<file path="config.mk">
export PLATFORM = sky130hd
export DESIGN_NAME = rgb_to_hsl_convert
export DESIGN_NICKNAME = d
export VERILOG_FILES = /design/src/rtl/rgbhsl_pkg.sv /design/src/rtl/rgbhsl_front.sv /design/src/rtl/rgbhsl_div.sv /design/src/rtl/rgbhsl_back.sv /design/src/rtl/rgb_to_hsl_convert.sv
export SDC_FILE = /design/constraint.sdc
export NUM_CORES = 1
export LEC_CHECK = 0
export ABC_AREA = 1
export BUFFER_PORTS_ARGS = -buffer_cell sky130_fd_sc_hd__buf_4
export CAP_MARGIN = 20
export CORE_MARGIN = 5
export CORE_UTILIZATION = 35
export CTS_BUF_LIST = sky130_fd_sc_hd__clkbuf_4
export DETAILED_ROUTE_END_ITERATION = 16
export PLACE_DENSITY = 0.56
export SETUP_SLACK_MARGIN = 0.3
export SLEW_MARGIN = 25
export SYNTH_ARGS = -nofsm -noshare
export SYNTH_HDL_FRONTEND = slang
export SYNTH_SLANG_ARGS = --single-unit
</file>
<file path="constraint.sdc">
create_clock -name clock -period 12 [get_ports clock]
set_input_delay 1.8 -clock clock [delete_from_list [all_inputs] [get_ports clock]]
set_output_delay 1.8 -clock clock [all_outputs]
set_load 0.05 [all_outputs]
</file>
<file path="src/rtl/rgbhsl_pkg.sv">
// Shared types, constants and the divider step function for the RGB to HSL converter.
// Used by every module of the converter; it depends on nothing else.
`default_nettype none
package rgbhsl_pkg;

   localparam int CHAN_W         = 8;   // one color channel
   localparam int HUE_W          = 9;   // hue in degrees, 0..359
   localparam int NUM_W          = 18;  // divider dividend
   localparam int DEN_W          = 9;   // divider divisor
   localparam int QUO_W          = 8;   // divider quotient
   localparam int QIDX_W         = $clog2(QUO_W);
   localparam int BITS_PER_STAGE = 2;
   localparam int DIV_STAGES     = QUO_W / BITS_PER_STAGE;
   localparam int HSUM_W         = 10;  // hue before wrapping, up to 600

   localparam logic [HSUM_W-1:0] HUE_FULL       = HSUM_W'(360);
   localparam logic [HSUM_W-1:0] HUE_BASE_RED   = HSUM_W'(0);
   localparam logic [HSUM_W-1:0] HUE_BASE_GREEN = HSUM_W'(120);
   localparam logic [HSUM_W-1:0] HUE_BASE_BLUE  = HSUM_W'(240);

   // Which channel holds the maximum; ties go to red, then green.
   typedef enum logic [1:0] {
      SECT_RED   = 2'd0,
      SECT_GREEN = 2'd1,
      SECT_BLUE  = 2'd2
   } sector_type;

   // Control and small payload that travel beside the divider pipeline.
   typedef struct packed {
      logic              valid;
      logic              grey;
      logic              neg;
      sector_type        sector;
      logic [CHAN_W-1:0] light;
   } side_type;

   typedef struct packed {
      logic [NUM_W-1:0] num;
      logic [DEN_W-1:0] den;
   } div_op_type;

   typedef struct packed {
      side_type   side;
      div_op_type sat_op;
      div_op_type hue_op;
   } front_type;

   typedef struct packed {
      logic [NUM_W-1:0] rem;
      logic [DEN_W-1:0] den;
      logic [QUO_W-1:0] quo;
   } div_state_type;

   // One restoring division step for quotient bit number idx.
   function automatic div_state_type div_step(input div_state_type s,
                                              input logic [QIDX_W-1:0] idx);
      logic [NUM_W-1:0] trial;
      div_state_type    r;
      trial = NUM_W'(s.den) << idx;
      r     = s;
      if (s.rem >= trial) begin
         r.rem      = s.rem - trial;
         r.quo[idx] = 1'b1;
      end
      return r;
   endfunction

endpackage
`default_nettype wire

</file>
<file path="src/rtl/rgbhsl_front.sv">
// Front end of the RGB to HSL converter: channel extremes, then divider operands.
// Two register stages; depends on rgbhsl_pkg.
`default_nettype none
module rgbhsl_front (
   input  wire logic                      clock,
   input  wire logic                      reset,
   input  wire logic                      en,
   input  wire logic                      in_valid,
   input  wire logic [rgbhsl_pkg::CHAN_W-1:0] red,
   input  wire logic [rgbhsl_pkg::CHAN_W-1:0] green,
   input  wire logic [rgbhsl_pkg::CHAN_W-1:0] blue,
   output rgbhsl_pkg::front_type          out
);
   import rgbhsl_pkg::*;

   // Stage 1 registers.
   logic              valid1_ff;
   logic [CHAN_W-1:0] mx_ff, mn_ff, diff_ff;
   logic [CHAN_W-1:0] mx_in, mn_in, diff_in;
   logic              neg_ff, neg_in;
   sector_type        sector_ff, sector_in;

   // Stage 2 register.
   front_type         out_ff, out_in;

   logic [CHAN_W-1:0] pos, negv;

   always_comb begin
      if (red >= green && red >= blue) begin
         sector_in = SECT_RED;
         mx_in     = red;
         pos       = green;
         negv      = blue;
      end else if (green >= blue) begin
         sector_in = SECT_GREEN;
         mx_in     = green;
         pos       = blue;
         negv      = red;
      end else begin
         sector_in = SECT_BLUE;
         mx_in     = blue;
         pos       = red;
         negv      = green;
      end
      mn_in = red;
      if (green < mn_in) begin
         mn_in = green;
      end
      if (blue < mn_in) begin
         mn_in = blue;
      end
      neg_in  = pos < negv;
      diff_in = neg_in ? (negv - pos) : (pos - negv);
   end

   logic [CHAN_W:0]   sum;
   logic [CHAN_W-1:0] delta, den;

   always_comb begin
      sum   = {1'b0, mx_ff} + {1'b0, mn_ff};
      delta = mx_ff - mn_ff;
      if (sum <= (CHAN_W+1)'(255)) begin
         den = sum[CHAN_W-1:0];
      end else begin
         den = CHAN_W'((CHAN_W+1)'(510) - sum);
      end
      out_in.side.valid  = valid1_ff;
      out_in.side.grey   = (delta == '0);
      out_in.side.neg    = neg_ff;
      out_in.side.sector = sector_ff;
      out_in.side.light  = CHAN_W'((sum + (CHAN_W+1)'(1)) >> 1);
      // Saturation: (510*delta + den) / (2*den), rounding half up.
      out_in.sat_op.num  = (NUM_W'(delta) << 9) - (NUM_W'(delta) << 1) + NUM_W'(den);
      out_in.sat_op.den  = {den, 1'b0};
      // Hue term magnitude: (120*n + delta) / (2*delta).
      out_in.hue_op.num  = (NUM_W'(diff_ff) << 7) - (NUM_W'(diff_ff) << 3) + NUM_W'(delta);
      out_in.hue_op.den  = {delta, 1'b0};
   end

   always_ff @(posedge clock) begin
      if (reset) begin
         valid1_ff <= 1'b0;
      end else if (en) begin
         valid1_ff <= in_valid;
      end
   end

   always_ff @(posedge clock) begin
      if (en) begin
         mx_ff     <= mx_in;
         mn_ff     <= mn_in;
         diff_ff   <= diff_in;
         neg_ff    <= neg_in;
         sector_ff <= sector_in;
      end
   end

   always_ff @(posedge clock) begin
      if (reset) begin
         out_ff.side.valid <= 1'b0;
      end else if (en) begin
         out_ff <= out_in;
      end
   end

   assign out = out_ff;

endmodule
`default_nettype wire

</file>
<file path="src/rtl/rgbhsl_div.sv">
// Pipelined restoring divider, two quotient bits per register stage.
// The quotient must be known to fit in eight bits; depends on rgbhsl_pkg.
`default_nettype none
module rgbhsl_div (
   input  wire logic                     clock,
   input  wire logic                     en,
   input  rgbhsl_pkg::div_op_type        op,
   output logic [rgbhsl_pkg::QUO_W-1:0]  quo
);
   import rgbhsl_pkg::*;

   div_state_type stage_ff [DIV_STAGES];
   div_state_type stage_in [DIV_STAGES];
   div_state_type prev     [DIV_STAGES];

   assign prev[0] = '{rem: op.num, den: op.den, quo: '0};

   for (genvar s = 0; s < DIV_STAGES; s++) begin : g_stage
      if (s > 0) begin : g_link
         assign prev[s] = stage_ff[s-1];
      end

      always_comb begin
         div_state_type st;
         st = prev[s];
         for (int k = 0; k < BITS_PER_STAGE; k++) begin
            st = div_step(st, QIDX_W'(QUO_W - 1 - BITS_PER_STAGE * s - k));
         end
         stage_in[s] = st;
      end

      always_ff @(posedge clock) begin
         if (en) begin
            stage_ff[s] <= stage_in[s];
         end
      end
   end

   assign quo = stage_ff[DIV_STAGES-1].quo;

endmodule
`default_nettype wire

</file>
<file path="src/rtl/rgbhsl_back.sv">
// Back end of the RGB to HSL converter: hue assembly, wrap, grey override, output register.
// Depends on rgbhsl_pkg.
`default_nettype none
module rgbhsl_back (
   input  wire logic                          clock,
   input  wire logic                          reset,
   input  wire logic                          en,
   input  rgbhsl_pkg::side_type               side,
   input  wire logic [rgbhsl_pkg::QUO_W-1:0]  sat_q,
   input  wire logic [rgbhsl_pkg::QUO_W-1:0]  hue_q,
   output logic                               out_valid,
   output logic [rgbhsl_pkg::HUE_W-1:0]       hue,
   output logic [rgbhsl_pkg::CHAN_W-1:0]      saturation,
   output logic [rgbhsl_pkg::CHAN_W-1:0]      lightness
);
   import rgbhsl_pkg::*;

   logic              valid_ff;
   logic [HUE_W-1:0]  hue_ff, hue_in;
   logic [CHAN_W-1:0] sat_ff, sat_in;
   logic [CHAN_W-1:0] light_ff;

   logic [HSUM_W-1:0] base, h;

   always_comb begin
      case (side.sector)
         SECT_RED:   base = HUE_BASE_RED;
         SECT_GREEN: base = HUE_BASE_GREEN;
         SECT_BLUE:  base = HUE_BASE_BLUE;
         default:    base = HUE_BASE_RED;
      endcase
      // A negative term borrows a full turn, then the wrap folds 360 and above back.
      if (side.neg) begin
         h = base + HUE_FULL - HSUM_W'(hue_q);
      end else begin
         h = base + HSUM_W'(hue_q);
      end
      if (h >= HUE_FULL) begin
         h = h - HUE_FULL;
      end
      if (side.grey) begin
         hue_in = '0;
         sat_in = '0;
      end else begin
         hue_in = h[HUE_W-1:0];
         sat_in = sat_q;
      end
   end

   always_ff @(posedge clock) begin
      if (reset) begin
         valid_ff <= 1'b0;
      end else if (en) begin
         valid_ff <= side.valid;
      end
   end

   always_ff @(posedge clock) begin
      if (en) begin
         hue_ff   <= hue_in;
         sat_ff   <= sat_in;
         light_ff <= side.light;
      end
   end

   assign out_valid  = valid_ff;
   assign hue        = hue_ff;
   assign saturation = sat_ff;
   assign lightness  = light_ff;

endmodule
`default_nettype wire

</file>
<file path="src/rtl/rgb_to_hsl_convert.sv">
// Top level of the RGB to HSL converter: front end, two dividers, side pipeline, back end.
// Depends on rgbhsl_pkg, rgbhsl_front, rgbhsl_div and rgbhsl_back.
//
// Usage:
//   A pixel enters on the req_ channel (req_red, req_green, req_blue) as one
//   valid/ready transaction. Its hue, saturation and lightness leave on the
//   rsp_ channel as exactly one transaction, in the order the pixels came in.
//   No state links one pixel to the next.
// Pipeline and throughput:
//   The pipeline has seven register stages: two front-end stages (extremes,
//   then operands), four divider stages at two quotient bits each, and the
//   output register. The accepting edge loads the first stage, and a result
//   shows on rsp_valid when the output register takes it. The saturation
//   and hue dividers run side by side. One pixel is accepted every cycle
//   while the receiver keeps rsp_ready high.
// Reset:
//   The synchronous reset clears every valid bit in the pipeline, so no
//   result leaves until a new pixel has passed through.
// Stalls:
//   When a result waits with rsp_ready low, the whole pipeline holds and
//   req_ready drops; nothing is dropped or repeated. req_ready is high
//   whenever the output register is empty or is being emptied that cycle.
`default_nettype none
module rgb_to_hsl_convert (
   input  wire logic                          clock,
   input  wire logic                          reset,
   input  wire logic                          req_valid,
   output logic                               req_ready,
   input  wire logic [rgbhsl_pkg::CHAN_W-1:0] req_red,
   input  wire logic [rgbhsl_pkg::CHAN_W-1:0] req_green,
   input  wire logic [rgbhsl_pkg::CHAN_W-1:0] req_blue,
   output logic                               rsp_valid,
   input  wire logic                          rsp_ready,
   output logic [rgbhsl_pkg::HUE_W-1:0]       rsp_hue,
   output logic [rgbhsl_pkg::CHAN_W-1:0]      rsp_saturation,
   output logic [rgbhsl_pkg::CHAN_W-1:0]      rsp_lightness
);
   import rgbhsl_pkg::*;

   // The pipeline advances as one unit whenever the output slot can take data.
   logic en;
   assign en        = !rsp_valid || rsp_ready;
   assign req_ready = en;

   front_type front;

   rgbhsl_front u_front (
      .clock    (clock),
      .reset    (reset),
      .en       (en),
      .in_valid (req_valid),
      .red      (req_red),
      .green    (req_green),
      .blue     (req_blue),
      .out      (front)
   );

   logic [QUO_W-1:0] sat_q, hue_q;

   rgbhsl_div u_sat_div (
      .clock (clock),
      .en    (en),
      .op    (front.sat_op),
      .quo   (sat_q)
   );

   rgbhsl_div u_hue_div (
      .clock (clock),
      .en    (en),
      .op    (front.hue_op),
      .quo   (hue_q)
   );

   // The sector, sign, grey flag, lightness and valid bit travel beside the
   // divider stages so that they meet the quotients at the back end.
   side_type side_ff [DIV_STAGES];

   always_ff @(posedge clock) begin
      if (reset) begin
         for (int i = 0; i < DIV_STAGES; i++) begin
            side_ff[i].valid <= 1'b0;
         end
      end else if (en) begin
         side_ff[0] <= front.side;
         for (int i = 1; i < DIV_STAGES; i++) begin
            side_ff[i] <= side_ff[i-1];
         end
      end
   end

   rgbhsl_back u_back (
      .clock      (clock),
      .reset      (reset),
      .en         (en),
      .side       (side_ff[DIV_STAGES-1]),
      .sat_q      (sat_q),
      .hue_q      (hue_q),
      .out_valid  (rsp_valid),
      .hue        (rsp_hue),
      .saturation (rsp_saturation),
      .lightness  (rsp_lightness)
   );

endmodule
`default_nettype wire

</file>
==> impl_metrics.tcl, run 1 <==
set metrics [dict create \
    finalNetCount 3095 \
    yosysUniqueCellTypes 71 \
    numCtsBuffers 89 \
    relSlewSlack_pct 33.4 \
    htreeDepth 3 \
    holdWs_ns 0.388 \
    ys_seq_elements 347 \
    worstHoldStart "u_front.out[57]" \
    grt_use_total_pct 14.6 \
    cts_buffer_depth 3 \
    die_x_um 273 \
    post-route-drc-count 0 \
    yosys_warnings 0 \
    detail_route.first_pass.iterations 5 \
    syn_inst 2701 \
    grt_pass1_vias 18492 \
    yosysSeqAreaShare_pct 42.9 \
    fin_setup_tns_ns 0 \
    overflow 0 \
    mappedNetlistArea_mm2 0.0242 \
    grt_max_degree 166 \
    drt_iter0_drc 929 \
    clkLatencyLatePin_ns 0.81 \
    synthFlopType "edfxtp_1" \
    critPathLaunchType "input port" \
    slew_viol_final 0 \
    hold_buffers 0 \
    finalClockSkew_ns 0.0551 \
    cts.sinks 347 \
    fp-row-count 96 \
    synthTopCellsByArea "edfxtp_1, ha_1, nand2_1, inv_1, xor2_1" \
    worstPathArrival_ns 6.97 \
    worstPathMaxFanout 24 \
    io_pins 55 \
    initial_core_util_pct 35.3 \
    gp_congestion 0.869 \
    rr_worst_depth 27 \
    drive_above_1_share_pct 10.2 \
    drt_wl_total_um 54500 \
    syn_avg_cell_area_um2 8.96 \
    max-cap-violations 0 \
    ant_nets 0 \
    fill_cells 6840 \
    fmax_ghz 0.156 \
    yosysTopAreaCell "edfxtp_1" \
    portBuffers 54 \
    r2r_start "u_sat_div.stage_ff[1][17]" \
    min_path_type "reg2reg" \
    placed_area_mm2 0.0256 \
    cts_setup_buffers 0 \
    finalCritPeriodShare_pct 53.6 \
    finalHoldViolations 0 \
    reg2reg_slack_ns 6.99 \
    clk_pin_slew_ns 0.07 \
    synth-edff-count 344 \
    setup_viol 0 \
    fp.dieArea_mm2 0.0745 \
    core_area_mm2 0.0686 \
    die_h_um 273 \
    fin_area_mm2 0.0267 \
    fin_util_pct 39.0 \
    async_flop_share_pct 0 \
    synth_nets 2977 \
    cp-end-kind "register" \
    grt_pass1_wl_um 90600 \
    cts_tree "built" \
    tightestPinTransition_ns 0.999 \
    rsz0062_at_grt "false" \
    regToRegEndpoint "u_sat_div.stage_ff[2][31]" \
    viasPerCell 4.80 \
    synth.top_cell.area_share_pct 42.7 \
    min_path_cells 0 \
    vias 18306 \
    status "completed" \
    min_period_ns 6.43 \
    required_ns 12.54 \
    areaGrowthSynthToFinish_pct 10.5 \
    cts_resized 0 \
    clock-root-buffer "clkbuf_4" \
    post_drt_wl_per_cell_um 14.3 \
    hold_path_end "side_ff[0][3]" \
    dp_hpwl_um 43200 \
    crit_type "in2reg" \
    antenna_found_initial 2 \
]
synth_stat cells (all sizes together) (3+ instances only):
master and n:
ha 228, nand2 602, nor2 201, o21bai 8
mux2i 3, o211ai 15, dfxtp 3, xnor2 66
clkbuf 19, fa 20, buf 11, a31oi 9
a221oi 5, a21oi 151, o21ai 172, or2 15
o221ai 26, nand3b 4, nor3 28, and2 3
o2111ai 3, o31ai 4, xor2 103, a21o 11
and3 5, nor4 12, edfxtp 344, inv 423
nand3 134, o21a 5, a211oi 8, nand4 51
cells by family after synthesis:
kind of cell / Yosys count / share of synthesized area (%)
flip-flops: 347 / 42.9
multiplexers: 3 / 0.124
AO/OA/AOI/OAI: 423 / 10.5
AND/OR/NAND/NOR: 1057 / 19.4
buffers and inverters: 454 / 7.38
adder cells (fa/ha/maj): 248 / 13.4
XOR/XNOR: 169 / 6.23
per-layer routing:
layer	global-route usage (%)	up-vias	wire length [µm]
met5	0	-	0
met1	18.2	8384	24600
li1	-	9464	-
met3	2.39	117	1970
met2	25.6	341	26300
met4	5.48	0	1580
state kept, by name, summed over array words and instances, names as in the netlist:
register and count:
side_ff 52, u_back.hue 9, u_back.lightness 8, u_back.out_valid 1
u_back.saturation 8, u_front.diff_ff 8, u_front.mn_ff 8, u_front.mx_ff 8
u_front.neg_ff 1, u_front.out 60, u_front.sector_ff 2, u_front.valid1_ff 1
u_hue_div.stage_ff 88, u_sat_div.stage_ff 93
metrics by stage:
step                      cells  setup WS [ns]
after CTS                  3808           5.75
after floorplan            2701           3.57
after detailed placement   3659           4.85
final                      3813           5.57
after global placement     3658           4.35
after global routing       3811           5.33
area by class of cell:
| class | count | area [µm²] | share of cell area (%) |
|---|---|---|---|
| clock buffer | 124 | 931 | 3.48 |
| tap | 931 | 1160 | 4.36 |
| multi-input combinational | 1900 | 12000 | 45.0 |
| timing repair buffer | 57 | 442 | 1.65 |
| antenna | 5 | 12.5 | 0.0468 |
| inverter | 424 | 1610 | 6.03 |
| sequential | 347 | 10400 | 38.9 |
| clock inverter | 25 | 140 | 0.524 |
cells in the final DEF (no fill, tap or decap), types with 15 or more instances in the layout:
cell type and instances:
ha_1 228, nor3_1 25, xnor2_1 66, xor2_1 101, inv_1 412, nand2_1 583, fa_1 20, clkinv_1 18
nor2_1 190, buf_4 54, o21ai_2 19, o221ai_1 26, nand3_1 127, a21oi_1 144, o21ai_0 138, o211ai_1 15
edfxtp_1 344, nand4_1 48, clkbuf_4 124
worst max-delay path, cell delays in order:
cell,delay (ns)
buf_4,0.14
inv_1,0.07
ha_1,0.32
nand2_1,0.06
o21a_1,0.23
o211ai_1,0.50
o21ai_0,0.19
nand2_1,0.46
nand2_1,0.66
o221ai_1,0.66
inv_1,0.16
fa_1,0.48
o21ai_0,0.25
nand2_1,0.10
nand2_1,0.11
a21oi_1,0.07
inv_1,0.05
a21o_1,0.28
inv_1,0.13
nand2_1,0.08
nand2_1,0.06
xnor2_1,0.11
how the worst max path moves through the flow:
| stage | from | end |
|---|---|---|
| finish | req_red[3] | u_front.diff_ff[2] |
| detailed placement | req_red[3] | u_front.diff_ff[2] |
| floorplan | rsp_ready | req_ready |
| global route | req_red[3] | u_front.diff_ff[2] |
| global placement | req_red[3] | u_front.diff_ff[2] |
| CTS | req_red[3] | u_front.diff_ff[2] |
Power of run 1 is not shown: default switching activity piles up to over one toggle a cycle in this logic, so the estimate is an artifact.
==> run 2, diff against run 1 <==
Settings changed: PLACE_DENSITY 0.56 to 0.57.
Clock period 12 ns to 5.5 ns, I/O delays scaled along.
==> run 2 against run 1 <==
Net effect:
- global-route usage shrank 0.76 points
- critical path depth grew 2
- register-to-register slack lost 6.2 ns
- clock skew grew 0.029 ns
- non-clock buffer count grew 9
- first-iteration DRC count shrank 21%
- final area grew 0.79%
- hold slack lost 0.17 ns
- wire length shrank 5.7%
- utilization grew 0.31 points
- flip-flop and latch count is the same
==> impl_metrics.tcl, run 2 (same netlist as run 1, synthesis figures left out) <==
set metrics [dict create \
    min_period_ns 4.69 \
    areaGrowthSynthToFinish_pct 11.3 \
    detail_route.first_pass.iterations 6 \
    status "completed" \
    layout_common_cells "nand2_1, inv_1, edfxtp_1" \
    finalHoldViolations 0 \
    grt_pass1_vias 17860 \
    numCtsBuffers 95 \
    worstPathArrival_ns 5.24 \
    fp-row-count 96 \
    max-cap-violations 0 \
    required_ns 6.05 \
    layout_commonest_cell "nand2_1" \
    regToRegEndpoint "u_sat_div.stage_ff[0][30]" \
    min_path_type "in2reg" \
    reg2reg_slack_ns 0.81 \
    crit_type "reg2reg" \
    cts_setup_buffers 0 \
    antenna_found_initial 2 \
    top_register "u_sat_div.stage_ff" \
    fin_setup_tns_ns 0 \
    grt_use_total_pct 13.9 \
    grt_max_degree 141 \
    clkLatencyLatePin_ns 0.84 \
    viasPerCell 4.64 \
    dp_hpwl_um 40300 \
    vias 17786 \
    fin_util_pct 39.3 \
    largest_reg_flops 93 \
    finalNetCount 3110 \
    clock-root-buffer "clkbuf_4" \
    crit_path_max_incr_delay_ns 0.56 \
    fp.dieArea_mm2 0.0745 \
    critical_path_depth 24 \
    finalCritPeriodShare_pct 85.4 \
    setup_viol 0 \
    core_area_mm2 0.0686 \
    cts.sinks 347 \
    drt_iter0_drc 731 \
    finalClockSkew_ns 0.0846 \
    path_delay_family "simple AND/OR/NAND/NOR gates" \
    relSlewSlack_pct 44.1 \
    tightestPinTransition_ns 0.832 \
    cts_tree "built" \
    cp-endpoint "u_sat_div.stage_ff[0][30]" \
    drive_above_1_share_pct 10.9 \
    rsz0062_at_grt "false" \
    slowest_stage "edfxtp_1" \
    cts_buffer_depth 3 \
    crit_start "u_front.out[9]" \
    rr_worst_depth 24 \
    portBuffers 54 \
    critPathLaunchType "register" \
    initial_core_util_pct 35.3 \
    cp-end-kind "register" \
    slew_viol_final 0 \
    worstPathMaxFanout 16 \
    clk_pin_slew_ns 0.07 \
    fmax_ghz 0.213 \
    ant_nets 0 \
    critPathBufInv 3 \
    die_x_um 273 \
    gp_congestion 0.904 \
    grt_pass1_wl_um 86400 \
    io_pins 55 \
    post-route-drc-count 0 \
    overflow 0 \
    fill_cells 6902 \
    htreeDepth 3 \
    post_drt_wl_per_cell_um 13.4 \
    drt_wl_total_um 51400 \
    crit_chain "ha_1 > inv_1 > fa_1 > nand3_1 > and2_1 > nor3_1 > nor2_1 > nand2_2 > inv_1 > o21ai_0 > ha_1 > nand3_1 > nand2_1 > a21oi_1 > o21bai_1 > a21oi_1 > o21ai_0 > nand2_1 > nand3_1 > nor2_1 > nand2_2 > inv_2 > nand2_1 > o21ai_0" \
    die_h_um 273 \
    r2r_start "u_front.out[9]" \
]
run 2: cell type report:
| type | count | area [µm²] | share of cell area, % |
|---|---|---|---|
| Clock buffer | 131 | 983 | 3.65 |
| Multi-Input combinational cell | 1900 | 12000 | 44.7 |
| Tap cell | 931 | 1160 | 4.32 |
| Inverter | 424 | 1610 | 5.97 |
| Clock inverter | 29 | 218 | 0.808 |
| Antenna cell | 3 | 7.51 | 0.0279 |
| Timing Repair Buffer | 66 | 520 | 1.93 |
| Sequential cell | 347 | 10400 | 38.6 |
run 2: metal layers:
metal  vias to the layer above  track usage, %  wire (µm)
li1                       9464               -          -
met1                      7965            17.6      23800
met2                       254            23.9      24600
met3                       103            2.59       1660
met4                         0            4.70       1390
met5                         -               0          0
run 2: through the flow:
| stage | instances | hold WS, ns | setup slack (ns) | cell area [µm²] |
|---|---|---|---|---|
| after floorplan | 2701 | 0.400 | 0.0806 | 24200 |
| after global placement | 3668 | 0.401 | 0.676 | 25700 |
| after detailed placement | 3668 | 0.405 | 0.632 | 25700 |
| after CTS | 3828 | 0.110 | 0.741 | 26900 |
| after global routing | 3830 | 0.113 | 0.303 | 26900 |
| final | 3831 | 0.216 | 0.805 | 26900 |
run 2: worst min path at each step:
stage,cells past startpoint,slack [ns],startpoint,to
after global routing,2,0.11,reset,u_back.out_valid
after global placement,0,0.40,side_ff[3][3],u_back.lightness[3]
final,2,0.22,reset,u_back.out_valid
after detailed placement,0,0.40,u_front.out[55],side_ff[0][1]
after floorplan,0,0.40,u_front.out[54],side_ff[0][0]
after CTS,2,0.11,reset,u_back.out_valid
run 2: repair_timing:
item,CTS,global route
hold buffers,0,0
resized for setup,0,1
setup endpoints to repair,0,1
Power of run 2 is left out for the same reason.
==> run 3, diff against run 2 <==
Settings changed: CORE_UTILIZATION 35 to 40, PLACE_DENSITY 0.57 to 0.63.
==> run 3 against run 2 <==
Net effect:
- global-route usage rose by 2.1 points
- critical path depth is 1 higher
- non-clock buffer count unchanged
- die area down 12%
==> impl_metrics.tcl, run 3 (same netlist as run 1, synthesis figures left out) <==
set metrics [dict create \
    min_period_ns 4.75 \
    fp-row-count 90 \
    fin_area_mm2 0.0267 \
    instances_no_fill 3664 \
    min_path_type "in2reg" \
    worstPathArrival_ns 5.27 \
    io_pins 55 \
    cts_buffer_depth 3 \
    detail_route.first_pass.iterations 5 \
    clkLatencyLatePin_ns 0.80 \
    dp.cells 3518 \
    post-route-drc-count 0 \
    finalCritPeriodShare_pct 86.3 \
    status "completed" \
    finalClockSkew_ns 0.0587 \
    clock-root-buffer "clkbuf_4" \
    clk_pin_slew_ns 0.07 \
    hold_buffers 0 \
    crit_top_cell "nand2_1" \
    vias 18356 \
    largest_reg_flops 93 \
    slowest_stage "o21ai_0" \
    fin_setup_tns_ns 0 \
    portBuffers 54 \
    max-cap-violations 0 \
    slew_viol_final 0 \
    gp_congestion 0.918 \
    cp-end-kind "register" \
    initial_core_util_pct 40.2 \
    htreeDepth 3 \
    antenna_found_initial 1 \
    numCtsBuffers 88 \
    fp.dieArea_mm2 0.0655 \
    drive_above_1_share_pct 10.4 \
    critPathLaunchType "register" \
    areaGrowthSynthToFinish_pct 10.1 \
    grt_max_degree 162 \
    layout_commonest_cell "nand2_1" \
    overflow 0 \
    ant_nets 0 \
    worstPathMaxFanout 12 \
    cts.sinks 347 \
    cts_tree "built" \
    top_register "u_sat_div.stage_ff" \
    dp_hpwl_um 41800 \
    drt_iter0_drc 927 \
    die_x_um 256 \
    relSlewSlack_pct 30.5 \
    layout_common_cells "nand2_1, inv_1, edfxtp_1" \
    die_h_um 256 \
    grt_pass1_vias 18509 \
    crit_path_max_incr_delay_ns 0.50 \
    rsz0062_at_grt "true" \
    grt_pass1_wl_um 88500 \
    drt_wl_total_um 53000 \
    tightestPinTransition_ns 1.04 \
    fmax_ghz 0.211 \
    finalNetCount 3103 \
    finalHoldViolations 0 \
    fin_util_pct 44.3 \
    post_drt_wl_per_cell_um 14.5 \
    required_ns 6.02 \
    grt_use_total_pct 15.9 \
    viasPerCell 5.01 \
    fill_cells 5812 \
    core_area_mm2 0.0601 \
    placed_area_mm2 0.0255 \
    setup_viol 0 \
    crit_type "reg2reg" \
]
## run 3: layer usage
metal / part of all wire, % / vias to the layer above / track usage (%) / wire, µm
li1: - / 9446 / - / -
met1: 44 / 8425 / 19.5 / 23100
met2: 50 / 386 / 28.2 / 26300
met3: 3.9 / 99 / 2.47 / 2050
met4: 2.8 / 0 / 6.27 / 1500
met5: 0 / - / 0 / 0
## run 3: what timing repair did
action	in CTS	in global routing
setup endpoints to repair	0	5
gates resized for setup	0	1
buffers inserted	0	1
## run 3: cell type report
class	instances	area [µm²]	share of cell area, %
diodes	1	2.50	0.00939
clock buffers	110	826	3.10
clock inverters	34	287	1.08
inverters	424	1610	6.04
multi-input cells	1900	12000	45.2
flip-flops and latches	347	10400	39.0
well taps	782	978	3.67
repair buffers	66	520	1.95
## run 3: path summary, 6_finish.rpt
path                            slack [ns]                 startpoint  depth (start not counted)                   endpoint
worst max-delay path                  0.75  u_sat_div.stage_ff[1][17]                         25  u_sat_div.stage_ff[2][31]
worst max register to register        0.75  u_sat_div.stage_ff[1][17]                         25  u_sat_div.stage_ff[2][31]
worst min register to register        0.39            u_front.out[55]                          0              side_ff[0][1]
worst min-delay path                  0.21                      reset                          2           u_back.out_valid
## run 3: worst max-delay path: cells and delay by family, from the launching register on
family	cells	cell delay [ns]
buf+inv	2	0.24
simple gates	16	1.77
compound gates	4	1.04
fa+ha+maj	3	1.00
flops	1	0.44
## run 3: per-stage QoR
stage               hold slack (ns)  worst slack, ns
floorplan                     0.400           0.0806
global placement              0.400            0.349
detailed placement            0.405            0.370
CTS                          0.0803            0.719
global route                 0.0975            0.293
finish                        0.206            0.753
Power of run 3 is left out for the same reason.
